==> src/rtl/i2c_rtm_pkg.sv <==
// ----------------------------------------------------------------------------
// I2C register transaction master - shared definitions
// Item and result records, command codes and the bus segment type.
// ----------------------------------------------------------------------------
`default_nettype none

package i2c_rtm_pkg;

	localparam int unsigned MAX_READ_LEN_DEF = 64;

	// request kinds
	localparam logic KIND_CMD  = 1'b0;
	localparam logic KIND_TICK = 1'b1;

	// transaction operations
	localparam logic [1:0] OP_PROBE   = 2'd0;
	localparam logic [1:0] OP_WRITE8  = 2'd1;
	localparam logic [1:0] OP_WRITE16 = 2'd2;
	localparam logic [1:0] OP_READ    = 2'd3;

	typedef enum logic [3:0] {
		SEG_IDLE   = 4'd0,
		SEG_START  = 4'd1,
		SEG_WADDR  = 4'd2,
		SEG_WREG   = 4'd3,
		SEG_WLO    = 4'd4,
		SEG_WHI    = 4'd5,
		SEG_RSTART = 4'd6,
		SEG_RADDR  = 4'd7,
		SEG_RDATA  = 4'd8,
		SEG_STOP   = 4'd9
	} seg_t;

	typedef struct packed {
		logic        kind;
		logic [6:0]  dev_addr;
		logic [1:0]  op;
		logic [7:0]  reg_addr;
		logic [15:0] wr_data;
		logic [6:0]  rd_len;
		logic        sda_in;
	} item_t;

	typedef struct packed {
		logic       scl_level;
		logic       sda_level;
		logic       byte_valid;
		logic [7:0] rd_byte;
		logic [5:0] byte_index;
		logic       done_res;
		logic       ack_ok;
	} result_t;

endpackage

`default_nettype wire

==> src/rtl/i2c_register_transaction_master.sv <==
// ----------------------------------------------------------------------------
// I2C register transaction master - top level
// Input register, bus sequencer and output register with stream handshakes.
// ----------------------------------------------------------------------------
// Usage:
//   The slave channel takes requests: s_tuser = 0 is a command that starts
//   a probe, register write (8 or 16 bit) or register read; s_tuser = 1 is a
//   tick that advances the bus by one bus slot and carries the SDA
//   level seen in that slot. A command arriving mid-transaction is dropped.
//   The master channel gives one result per tick: SCL/SDA levels of the slot,
//   any received read byte, and on the final stop slot m_tlast with ack_ok.
//   Commands give no result.
// Timing:
//   A request is held in the input register and is then applied to the
//   sequencer, which also loads the output register, so a result is
//   offered from the output register once its tick has left the input
//   register. One request per cycle is taken, limited only by the output
//   register draining.
// Stall and reset:
//   While the result waits, a following command still advances; a following
//   tick waits in the input register and s_tready drops until the result is
//   taken. Reset empties both registers and returns the bus to idle.
// ----------------------------------------------------------------------------
`default_nettype none

module i2c_register_transaction_master #(
	parameter int unsigned MAX_READ_LEN = i2c_rtm_pkg::MAX_READ_LEN_DEF
) (
	input  wire         clk,
	input  wire         arst_n,
	input  wire         s_tvalid,
	output logic        s_tready,
	// dev_addr[6:0], op[8:7], reg_addr[16:9], wr_data[32:17], rd_len[39:33],
	// sda_in[40], zero fill [47:41]
	input  wire  [47:0] s_tdata,
	// kind
	input  wire         s_tuser,
	output logic        m_tvalid,
	input  wire         m_tready,
	// scl_level[0], sda_level[1], byte_valid[2], rd_byte[10:3],
	// byte_index[16:11], ack_ok[17], zero fill [23:18]
	output logic [23:0] m_tdata,
	// done_res
	output logic        m_tlast
);
	import i2c_rtm_pkg::*;

	item_t   item_s1;
	logic    valid_s1;
	result_t res;
	result_t res_q;
	logic    res_valid_q;
	logic    advance;

	// a command never produces a result, so it may pass a stalled output
	assign advance  = valid_s1 && (item_s1.kind == KIND_CMD || !res_valid_q || m_tready);
	assign s_tready = !valid_s1 || advance;

	always_ff @(posedge clk or negedge arst_n) begin
		if (!arst_n) begin
			valid_s1 <= 1'b0;
		end else if (s_tready) begin
			valid_s1 <= s_tvalid;
		end
	end

	always_ff @(posedge clk) begin
		if (s_tready && s_tvalid) begin
			item_s1.kind     <= s_tuser;
			item_s1.dev_addr <= s_tdata[6:0];
			item_s1.op       <= s_tdata[8:7];
			item_s1.reg_addr <= s_tdata[16:9];
			item_s1.wr_data  <= s_tdata[32:17];
			item_s1.rd_len   <= s_tdata[39:33];
			item_s1.sda_in   <= s_tdata[40];
		end
	end

	i2c_rtm_seq #(
		.MAX_READ_LEN(MAX_READ_LEN)
	) u_seq (
		.clk    (clk),
		.arst_n (arst_n),
		.step   (advance),
		.item   (item_s1),
		.res    (res)
	);

	// hold the result until taken; load a fresh one for every tick
	always_ff @(posedge clk or negedge arst_n) begin
		if (!arst_n) begin
			res_valid_q <= 1'b0;
		end else if (advance && item_s1.kind == KIND_TICK) begin
			res_valid_q <= 1'b1;
		end else if (m_tready) begin
			res_valid_q <= 1'b0;
		end
	end

	always_ff @(posedge clk) begin
		if (advance && item_s1.kind == KIND_TICK) begin
			res_q <= res;
		end
	end

	assign m_tvalid = res_valid_q;
	assign m_tlast  = res_q.done_res;
	assign m_tdata  = {6'd0, res_q.ack_ok, res_q.byte_index, res_q.rd_byte,
		res_q.byte_valid, res_q.sda_level, res_q.scl_level};

	a_ack_with_done: assert property (@(posedge clk) disable iff (!arst_n)
		(m_tvalid && !m_tlast) |-> !m_tdata[17])
		else $error("ack flag outside the final slot");

	a_byte_scl_high: assert property (@(posedge clk) disable iff (!arst_n)
		(m_tvalid && m_tdata[2]) |-> m_tdata[0])
		else $error("read byte completed outside an SCL-high slot");

	a_done_released: assert property (@(posedge clk) disable iff (!arst_n)
		(m_tvalid && m_tlast) |-> (m_tdata[0] && m_tdata[1]))
		else $error("final slot without both lines released");

endmodule

`default_nettype wire

==> src/rtl/i2c_rtm_seq.sv <==
// ----------------------------------------------------------------------------
// I2C register transaction master - bus sequencer
// Holds the transaction state and advances it by one bus slot per tick.
// ----------------------------------------------------------------------------
`default_nettype none

module i2c_rtm_seq #(
	parameter int unsigned MAX_READ_LEN = i2c_rtm_pkg::MAX_READ_LEN_DEF
) (
	input  wire                   clk,
	input  wire                   arst_n,
	input  wire                   step,
	input  i2c_rtm_pkg::item_t    item,
	output i2c_rtm_pkg::result_t  res
);
	import i2c_rtm_pkg::*;

	localparam int unsigned LenClamp = (MAX_READ_LEN > 127) ? 127 : MAX_READ_LEN;

	seg_t        phase_q, phase_n;
	logic [4:0]  slot_q, slot_n;
	logic [1:0]  sub_q, sub_n;
	logic [7:0]  shift_q, shift_n;
	logic [6:0]  done_cnt_q, done_cnt_n;
	logic        ack_q, ack_n;
	logic [6:0]  addr_q;
	logic [1:0]  op_q;
	logic [7:0]  reg_q;
	logic [15:0] data_q;
	logic [6:0]  len_q;

	logic [6:0]  eff_len;
	logic [6:0]  done_inc;
	logic        last;
	logic        tick;
	logic [7:0]  rd_shift;

	assign eff_len  = (len_q > 7'(LenClamp)) ? 7'(LenClamp) : len_q;
	assign done_inc = done_cnt_q + 7'd1;
	assign tick     = step && (item.kind == KIND_TICK);
	assign rd_shift = {shift_q[6:0], item.sda_in};

	always_comb begin
		res        = '0;
		res.scl_level = 1'b1;
		res.sda_level = 1'b1;
		last       = 1'b0;
		phase_n    = phase_q;
		slot_n     = slot_q;
		sub_n      = sub_q;
		shift_n    = shift_q;
		done_cnt_n = done_cnt_q;
		ack_n      = ack_q;

		case (phase_q)
			SEG_START, SEG_RSTART: begin
				res.scl_level = (slot_q < 5'd2);
				res.sda_level = (slot_q == 5'd0);
				last = (slot_q >= 5'd2);
			end
			SEG_WADDR, SEG_WREG, SEG_WLO, SEG_WHI, SEG_RADDR: begin
				if (slot_q < 5'd24) begin
					res.sda_level = shift_q[7];
					res.scl_level = (sub_q == 2'd1);
					if (sub_q == 2'd2) shift_n = {shift_q[6:0], 1'b0};
				end else begin
					res.scl_level = (slot_q == 5'd25);
					if (slot_q == 5'd25 && item.sda_in) ack_n = 1'b0;
					last = (slot_q >= 5'd26);
				end
			end
			SEG_RDATA: begin
				if (slot_q < 5'd16) begin
					if (!slot_q[0]) begin
						shift_n = rd_shift;
						if (slot_q == 5'd14) begin
							res.byte_valid = 1'b1;
							res.rd_byte    = rd_shift;
							res.byte_index = done_cnt_q[5:0];
						end
					end else begin
						res.scl_level = 1'b0;
					end
				end else if (slot_q < 5'd19) begin
					res.scl_level = (slot_q == 5'd17);
					res.sda_level = !({1'b0, done_cnt_q} + 8'd1 < {1'b0, eff_len});
				end else begin
					res.scl_level = 1'b0;
					last = 1'b1;
				end
			end
			SEG_STOP: begin
				res.scl_level = (slot_q != 5'd0);
				res.sda_level = (slot_q >= 5'd2);
				if (slot_q >= 5'd2) begin
					res.done_res = 1'b1;
					res.ack_ok   = ack_q;
					last = 1'b1;
				end
			end
			default: begin
			end
		endcase

		if (phase_q != SEG_IDLE) begin
			if (last) begin
				slot_n = 5'd0;
				sub_n  = 2'd0;
				case (phase_q)
					SEG_START: begin
						phase_n = SEG_WADDR;
						shift_n = {addr_q, 1'b0};
					end
					SEG_WADDR: begin
						if (op_q == OP_PROBE) begin
							phase_n = SEG_STOP;
						end else begin
							phase_n = SEG_WREG;
							shift_n = reg_q;
						end
					end
					SEG_WREG: begin
						if (op_q == OP_READ) begin
							phase_n = SEG_RSTART;
						end else begin
							phase_n = SEG_WLO;
							shift_n = data_q[7:0];
						end
					end
					SEG_WLO: begin
						if (op_q == OP_WRITE16) begin
							phase_n = SEG_WHI;
							shift_n = data_q[15:8];
						end else begin
							phase_n = SEG_STOP;
						end
					end
					SEG_WHI:    phase_n = SEG_STOP;
					SEG_RSTART: begin
						phase_n = SEG_RADDR;
						shift_n = {addr_q, 1'b1};
					end
					SEG_RADDR: begin
						if (ack_q && eff_len != 7'd0) begin
							phase_n = SEG_RDATA;
							shift_n = 8'h00;
						end else begin
							phase_n = SEG_STOP;
						end
					end
					SEG_RDATA: begin
						done_cnt_n = done_inc;
						if (done_inc < eff_len) begin
							phase_n = SEG_RDATA;
							shift_n = 8'h00;
						end else begin
							phase_n = SEG_STOP;
						end
					end
					default: phase_n = SEG_IDLE;
				endcase
			end else begin
				slot_n = slot_q + 5'd1;
				sub_n  = (sub_q == 2'd2) ? 2'd0 : sub_q + 2'd1;
			end
		end
	end

	always_ff @(posedge clk or negedge arst_n) begin
		if (!arst_n) begin
			phase_q    <= SEG_IDLE;
			slot_q     <= '0;
			sub_q      <= '0;
			shift_q    <= '0;
			done_cnt_q <= '0;
			ack_q      <= 1'b1;
			addr_q     <= '0;
			op_q       <= OP_PROBE;
			reg_q      <= '0;
			data_q     <= '0;
			len_q      <= 7'd1;
		end else if (step) begin
			if (item.kind == KIND_CMD) begin
				// drop a command while a transaction is running
				if (phase_q == SEG_IDLE) begin
					addr_q     <= item.dev_addr;
					op_q       <= item.op;
					reg_q      <= item.reg_addr;
					data_q     <= item.wr_data;
					len_q      <= item.rd_len;
					ack_q      <= 1'b1;
					done_cnt_q <= '0;
					phase_q    <= SEG_START;
					slot_q     <= '0;
					sub_q      <= '0;
				end
			end else begin
				phase_q    <= phase_n;
				slot_q     <= slot_n;
				sub_q      <= sub_n;
				shift_q    <= shift_n;
				done_cnt_q <= done_cnt_n;
				ack_q      <= ack_n;
			end
		end
	end

	a_slot_range: assert property (@(posedge clk) disable iff (!arst_n)
		slot_q <= 5'd26)
		else $error("slot counter beyond the longest segment");

	a_idle_slot: assert property (@(posedge clk) disable iff (!arst_n)
		(phase_q == SEG_IDLE) |-> (slot_q == 5'd0))
		else $error("slot counter running while idle");

	a_sub_range: assert property (@(posedge clk) disable iff (!arst_n)
		sub_q != 2'd3)
		else $error("bit phase counter out of range");

	a_stop_to_idle: assert property (@(posedge clk) disable iff (!arst_n)
		(tick && res.done_res) |=> (phase_q == SEG_IDLE))
		else $error("sequencer not idle after stop");

endmodule

`default_nettype wire
==> config.mk <==
export PLATFORM = sky130hd
export DESIGN_NAME = i2c_register_transaction_master
export DESIGN_NICKNAME = d
export VERILOG_FILES = /design/src/rtl/i2c_rtm_pkg.sv /design/src/rtl/i2c_register_transaction_master.sv /design/src/rtl/i2c_rtm_seq.sv
export SDC_FILE = /design/constraint.sdc
export NUM_CORES = 1
export LEC_CHECK = 0
export BUFFER_PORTS_ARGS = -buffer_cell sky130_fd_sc_hd__buf_4
export CORE_UTILIZATION = 52
export CTS_CLUSTER_SIZE = 8
export DETAILED_ROUTE_END_ITERATION = 16
export PLACE_DENSITY = 0.76
export SLEW_MARGIN = 20
export SYNTH_ARGS = -nofsm -noshare
export SYNTH_HDL_FRONTEND = slang
export SYNTH_SLANG_ARGS = --single-unit
==> constraint.sdc <==
create_clock -name clk -period 2.5 [get_ports clk]
set_input_delay 0.125 -clock clk [delete_from_list [all_inputs] [get_ports clk]]
set_output_delay 0.125 -clock clk [all_outputs]
set_load 0.05 [all_outputs]
==> metrics.txt, run 1 <==
Remaining DRCs 0; HPWL after DPL 9310 microns; Post-synth EDFFs 61; Post-Syn Area around 6000 sq um; reg2reg setup slack -0.26 ns; post-CTS setup buffers 0; Hold Violations, Final 0; total power roughly 0.0089 W; final setup vio count 10; flops & latches, synth 130; Die Height approximately 110 microns; CP delay by family, top compound AO/OA/AOI/OAI gates; CTS tree done; Post-Synth Simple-Gate Area 0.119; WL final 14,400 microns; r2r worst-path depth 10; row cnt 38; hold path start m_tready; status complete, but fails checks; core area 11,000 sq um; crit share post-route 1.10; H-tree depth 4; r2r startpoint u_seq.done_cnt_q[1]; Routability Congestion ~0.85; Hold Crit Class in -> reg; total congestion overflow 0; Int Power 0.00597 W; Clock Pin Slew Worst Setup and Hold Paths ~0.06 ns; # IOs 80; cells along the critical path ha_2, and3_4, xnor2_2, ha_1, a21oi_1, o21ai_1, o21bai_4, a2111o_1, a21o_1, a22o_1; area leader, netlist edfxtp_1; NetSw 0.00297 W; n_diodes 0; count of cell types in the netlist between 60 and 70; synthesized instance count just under 500; fraction of registers with async set or reset after synthesis 0.531; Worst-Margin Slew 0.895 ns; Final #Nets around 700; critical path class reg -> reg; worst vdd ir roughly 0.88 mV; initial antenna violation count 0; die area roughly 12,000 sq um; first-pass GRT wire length approximately 23,000 microns; Worst Path Buf+Inv 0; Global Route Usage Sum 0.268; Post-synth top cells dfrtp_1, edfxtp_1, mux2_2; clock root cell clkbuf_16; crit-path max cell delay between 0.3 and 0.4 ns; Startpoint Class flop; clock buffer depth 2; CP endpoint kind flop; Worst Setup SP u_seq.done_cnt_q[1]; Initial Util 0.544; RR Endpoint u_seq.shift_q[4]; Sw Ratio 0.333; power share of the combinational group 0.354; Leak 3.46 nW; Slew Viols, Final 0; vias in the first global route roughly 4,700; Synth Area in Adders 0.0271; average vias per placed instance 5.79; Setup TNS Final -1.93 ns; Via Count 4,526; Seq pwr share 0.349; maxcap violations 0; top cells by area, synth edfxtp_1, dfrtp_1, mux2_2, ha_1, nand2_1; CP Max Fanout 6; clock latency at the later pin of the worst-skew pair 0.43 ns; post-synthesis mux area share 0.0908; Layout Skew about 0.013 ns; syn_area_per_cell between 10 and 15 sq um; antenna-violating nets left 0; combinational family with the most area after synthesis compound AO/OA/AOI/OAI gates; Yosys top cell area share 0.306; Max-slew headroom 0.403; Compound-Gate Fraction of Synth Area 0.120; fill cell count about 740; Final Critical Period 2.76 ns; Final WS setup -0.258 ns; violated checks negative setup slack; Clock Sinks 130; total CTS buffers 17; RSZ-0062 raised after global routing true; chip width about 110 microns; clock power share 0.296; Pwr per Cell Area ~1100 nW/um^2; Top FF cell, synth dfrtp_1; share of layout cells above drive strength 1 0.316; largest net degree at the start of global routing 70; Layout area overhead 33.8%; highest clock rate around 0.36 GHz; top-count cell post-synth dfrtp_1; first-pass iteration count of the detailed router 4; 1st-iter DRT viols between 200 and 300; synth warn 0; Worst Path Required approximately 2.8 ns; Hold EP m_tvalid; I/O Buffers 66; Avg WL per Cell approximately 18 microns; slowest CP cell dfrtp_1; hold depth 3; CP arrival approximately 3 ns; Seq/Total Area, Yosys 0.594; post-synthesis xor/xnor area fraction 0.00730
[cell families after synthesis]
group / after synthesis
mux: 49
flops: 130
simple gates: 133
xor+xnor: 5
other cells: 1
compound gates: 100
fa+ha+maj: 13
buf+inv: 57
[sequential cells by signal, summed over array words and instances (netlist names)]
name              count
u_seq.ack_q           1
u_seq.done_cnt_q      7
m_tvalid              1
u_seq.phase_q         4
u_seq.addr_q          7
u_seq.op_q            2
u_seq.shift_q         8
valid_s1              1
u_seq.slot_q          5
u_seq.data_q         16
u_seq.reg_q           8
item_s1              42
u_seq.len_q           7
u_seq.sub_q           2
m_tdata              18
m_tlast               1
[power groups by stage]
stage / Combinational, W / Clock, W / Sequential (W)
2_1_floorplan: 0.00191 / 0 / 0.00310
3_3_place_gp: 0.00278 / 0 / 0.00311
3_5_place_dp: 0.00288 / 0 / 0.00314
4_1_cts: 0.00303 / 0.00266 / 0.00311
5_1_grt: 0.00347 / 0.00277 / 0.00319
6_report: 0.00317 / 0.00265 / 0.00312
[layout make-up]
type | instances | area (sq um) | area share
clock buffer | 19 | 453 | 0.0564
tap | 140 | 175 | 0.0218
multi-input combinational | 306 | 2300 | 0.287
timing repair buffer | 151 | 1270 | 0.158
clock inverter | 13 | 181 | 0.0226
sequential | 130 | 3560 | 0.444
inverter | 23 | 86.3 | 0.0108
[layer usage]
| metal | up-vias | routed length (microns) | global-route usage |
|---|---|---|---|
| met4 | 0 | 406 | 0.125 |
| met3 | 38 | 708 | 0.0694 |
| met1 | 2229 | 5590 | 0.301 |
| met2 | 165 | 7680 | 0.478 |
| met5 | - | 0 | 0 |
| li1 | 2094 | - | - |
[worst max-delay path by stage]
stage                     depth (start not counted)                to  slack (ns)
final                                            10  u_seq.shift_q[4]       -0.26
after global routing                             10  u_seq.shift_q[5]       -0.28
after detailed placement                         11  u_seq.shift_q[3]       -0.24
after floorplan                                  11  u_seq.shift_q[1]       -0.12
after global placement                           11  u_seq.shift_q[1]       -0.14
after CTS                                        10  u_seq.shift_q[4]       -0.20
[layout by cell type (no fill, tap or decap), drive strengths merged, types with 7 or more instances in the layout]
master and count:
a21oi 19, a221oi 7, a32o 7, and2 7
buf 107, clkbuf 19, clkinv 7, dfrtp 67
dlygate4sd3 44, edfxtp 61, ha 13, inv 24
mux2 43, nand2 32, nand3 17, nor2 18
nor2b 8, nor3 18, o21ai 19
[metrics by stage]
step	hold WS [ns]	utilization	instances	worst slack [ns]	instance area (sq um)
final	0.0601	0.728	782	-0.258	8030
after CTS	0.0419	0.723	782	-0.202	7980
after detailed placement	0.299	0.624	706	-0.239	6880
after floorplan	-0.171	-	493	-0.124	6030
after global routing	0.0654	0.728	782	-0.284	8030
after global placement	0.295	0.624	706	-0.141	6880
[worst register-to-register path, stage by stage (launching register included)]
cell and delay (ns):
dfrtp_1 0.39, ha_2 0.20, and3_4 0.20, xnor2_2 0.15, ha_1 0.34, a21oi_1 0.22
o21ai_1 0.08, o21bai_4 0.17, a2111o_1 0.39, a21o_1 0.26, a22o_1 0.25
[repair_timing]
item / 4_1_cts / 5_1_grt
setup endpoints to repair: 10 / 10
endpoints found under the hold margin: 110 / 0
resized for setup: 5 / 7
pin swaps: 1 / 2
hold buffers: 44 / 0
Power figures use the tool's default switching activity.
==> run 2, diff against run 1 <==
==> constraint.sdc (replaced) <==
create_clock -name clk -period 2.4 [get_ports clk]
set_input_delay 0.12 -clock clk [delete_from_list [all_inputs] [get_ports clk]]
set_output_delay 0.12 -clock clk [all_outputs]
set_load 0.05 [all_outputs]
==> metrics.txt, run 2 (synthesized netlist as in run 1, its figures left out) <==
Int Power 0.00614 W; Hold Violations, Final 0; violated checks negative setup slack; die area around 12,000 sq um; vias in the first global route around 4,500; clock root cell clkbuf_16; Worst Path Buf+Inv 0; Worst Path Required 2.69 ns; initial antenna violation count 0; Setup TNS Final -2.64 ns; Max-slew headroom 0.369; clock buffer depth 2; status complete, but fails checks; average vias per placed instance 5.72; row cnt 38; Worst-Margin Slew ~0.95 ns; maxcap violations 0; RSZ-0062 raised after global routing true; most frequent cells in the layout buf_4, dfrtp_1, edfxtp_1; Layout area overhead 35.4%; HPWL after DPL ~9100 microns; Layout Skew 0.00924 ns; WL final ~14,000 microns; share of layout cells above drive strength 1 0.341; crit share post-route 1.15; Final #Nets a little over 700; final hold slack about 0.072 ns; most flop-heavy register item_s1; Slew Viols, Final 0; Initial Util 0.544; Global Route Usage Sum 0.257; Sw Ratio 0.347; slowest CP cell dfrtp_1; Routability Congestion approximately 0.9; commonest non-fill, non-tap cell in the layout buf_4; total CTS buffers 17; clock power share 0.280; CTS tree done; highest clock rate between 0.3 and 0.4 GHz; Startpoint Class flop; met1 GRT Util 0.315; Pwr per Cell Area around 1200 nW/um^2; Die Height about 110 microns; final setup vio count 10; Via Count approximately 4,500; Final Critical Period around 2.8 ns; Seq pwr share 0.345; power share of the combinational group 0.375; Remaining DRCs 0; CP endpoint kind flop; largest net degree at the start of global routing 70; critical path class reg -> reg; crit-path max cell delay 0.39 ns; n_diodes 0; clock latency at the later pin of the worst-skew pair 0.41 ns; total power approximately 0.0094 W; core area around 11,000 sq um; H-tree depth 4; first-pass GRT wire length between 20,000 and 25,000 microns; Final WS setup -0.354 ns; first-pass iteration count of the detailed router 5; # IOs 80; cells along the critical path ha_2, and3_4, nand3_4, xnor2_4, ha_4, a21oi_2, o21ai_1, o21bai_4, a2111o_1, a21o_1, a22o_1; Leak roughly 3.5 nW; pre-CTS setup slack -0.340 ns; Hold Crit Class in -> reg; total congestion overflow 0; 1st-iter DRT viols 210; gr busiest metal met2; CP arrival slightly above 3 ns; grt met3 use 0.0528; antenna-violating nets left 0; CP Max Fanout 6; I/O Buffers 66; NetSw ~0.0033 W; Clock Pin Slew Worst Setup and Hold Paths 0.06 ns; met2 Use GR 0.443; Avg WL per Cell between 15 and 20 microns; worst vdd ir about 0.72 mV; CP delay by family, top compound AO/OA/AOI/OAI gates; Largest register FFs 42; chip width 109 microns; Post-Route Utilization 0.736; Clock Sinks 130
## run 2: changes by cell type in the layout (fill, tap and decap cells not counted), moves of 2 or more
cell / change
bufinv_16: -2
clkinv_2: -3
inv_6: +5
nand3_2: +2
nand3_1: -2
buf_4: +9
clkinv_4: -2
o21ai_0: -2
## run 2: per-layer routing
layer | up-vias | part of all wire
met3 | 31 | 0.044
met1 | 2219 | 0.41
met4 | 0 | 0.023
met5 | - | 0
li1 | 2115 | -
met2 | 162 | 0.52
## run 2: what timing repair did
item / 4_1_cts / 5_1_grt
hold buffers: 44 / 0
endpoints found under the hold margin: 110 / 0
gates resized for setup: 15 / 12
pin swaps: 15 / 13
setup buffers: 3 / 1
endpoints found under the setup margin: 10 / 18
## run 2: path summary, 6_finish.rpt
kind	startpoint	to	slack [ns]	depth (start not counted)
setup reg to reg	u_seq.done_cnt_q[1]	u_seq.shift_q[1]	-0.35	11
hold reg to reg	item_s1[4]	u_seq.len_q[3]	0.47	1
hold / removal	m_tready	m_tvalid	0.07	3
max in group asynchronous	arst_n	u_seq.done_cnt_q[6]	1.41	2
setup / recovery	u_seq.done_cnt_q[1]	u_seq.shift_q[1]	-0.35	11
min in group asynchronous	arst_n	u_seq.slot_q[3]	0.35	2
## run 2: final cells by class
cell class              count  area [sq um]
flip-flops and latches    130          3560
fillers                   732          2910
multi-input cells         306          2360
repair buffers            160          1330
clock buffers              18           439
well taps                 140           175
clock inverters            14           168
inverters                  23          86.3
## run 2: worst register-to-register path, cell delays in order (launching register included)
cell and delay [ns]:
dfrtp_1 0.39, ha_2 0.20, and3_4 0.22, nand3_4 0.10, xnor2_4 0.22, ha_4 0.25
a21oi_2 0.11, o21ai_1 0.09, o21bai_4 0.18, a2111o_1 0.37, a21o_1 0.26, a22o_1 0.25
## run 2: power groups by stage
stage               logic (W)  registers, W  clock network, W
global placement      0.00294       0.00323                 0
floorplan             0.00199       0.00323                 0
global route          0.00384       0.00330           0.00276
CTS                   0.00334       0.00323           0.00265
finish                0.00353       0.00325           0.00263
detailed placement    0.00305       0.00325                 0
## run 2: stage by stage
stage / cells / area (sq um)
2_1_floorplan: 493 / 6030
3_3_place_gp: 712 / 6910
3_5_place_dp: 712 / 6910
4_1_cts: 790 / 8040
5_1_grt: 791 / 8120
6_report: 791 / 8120
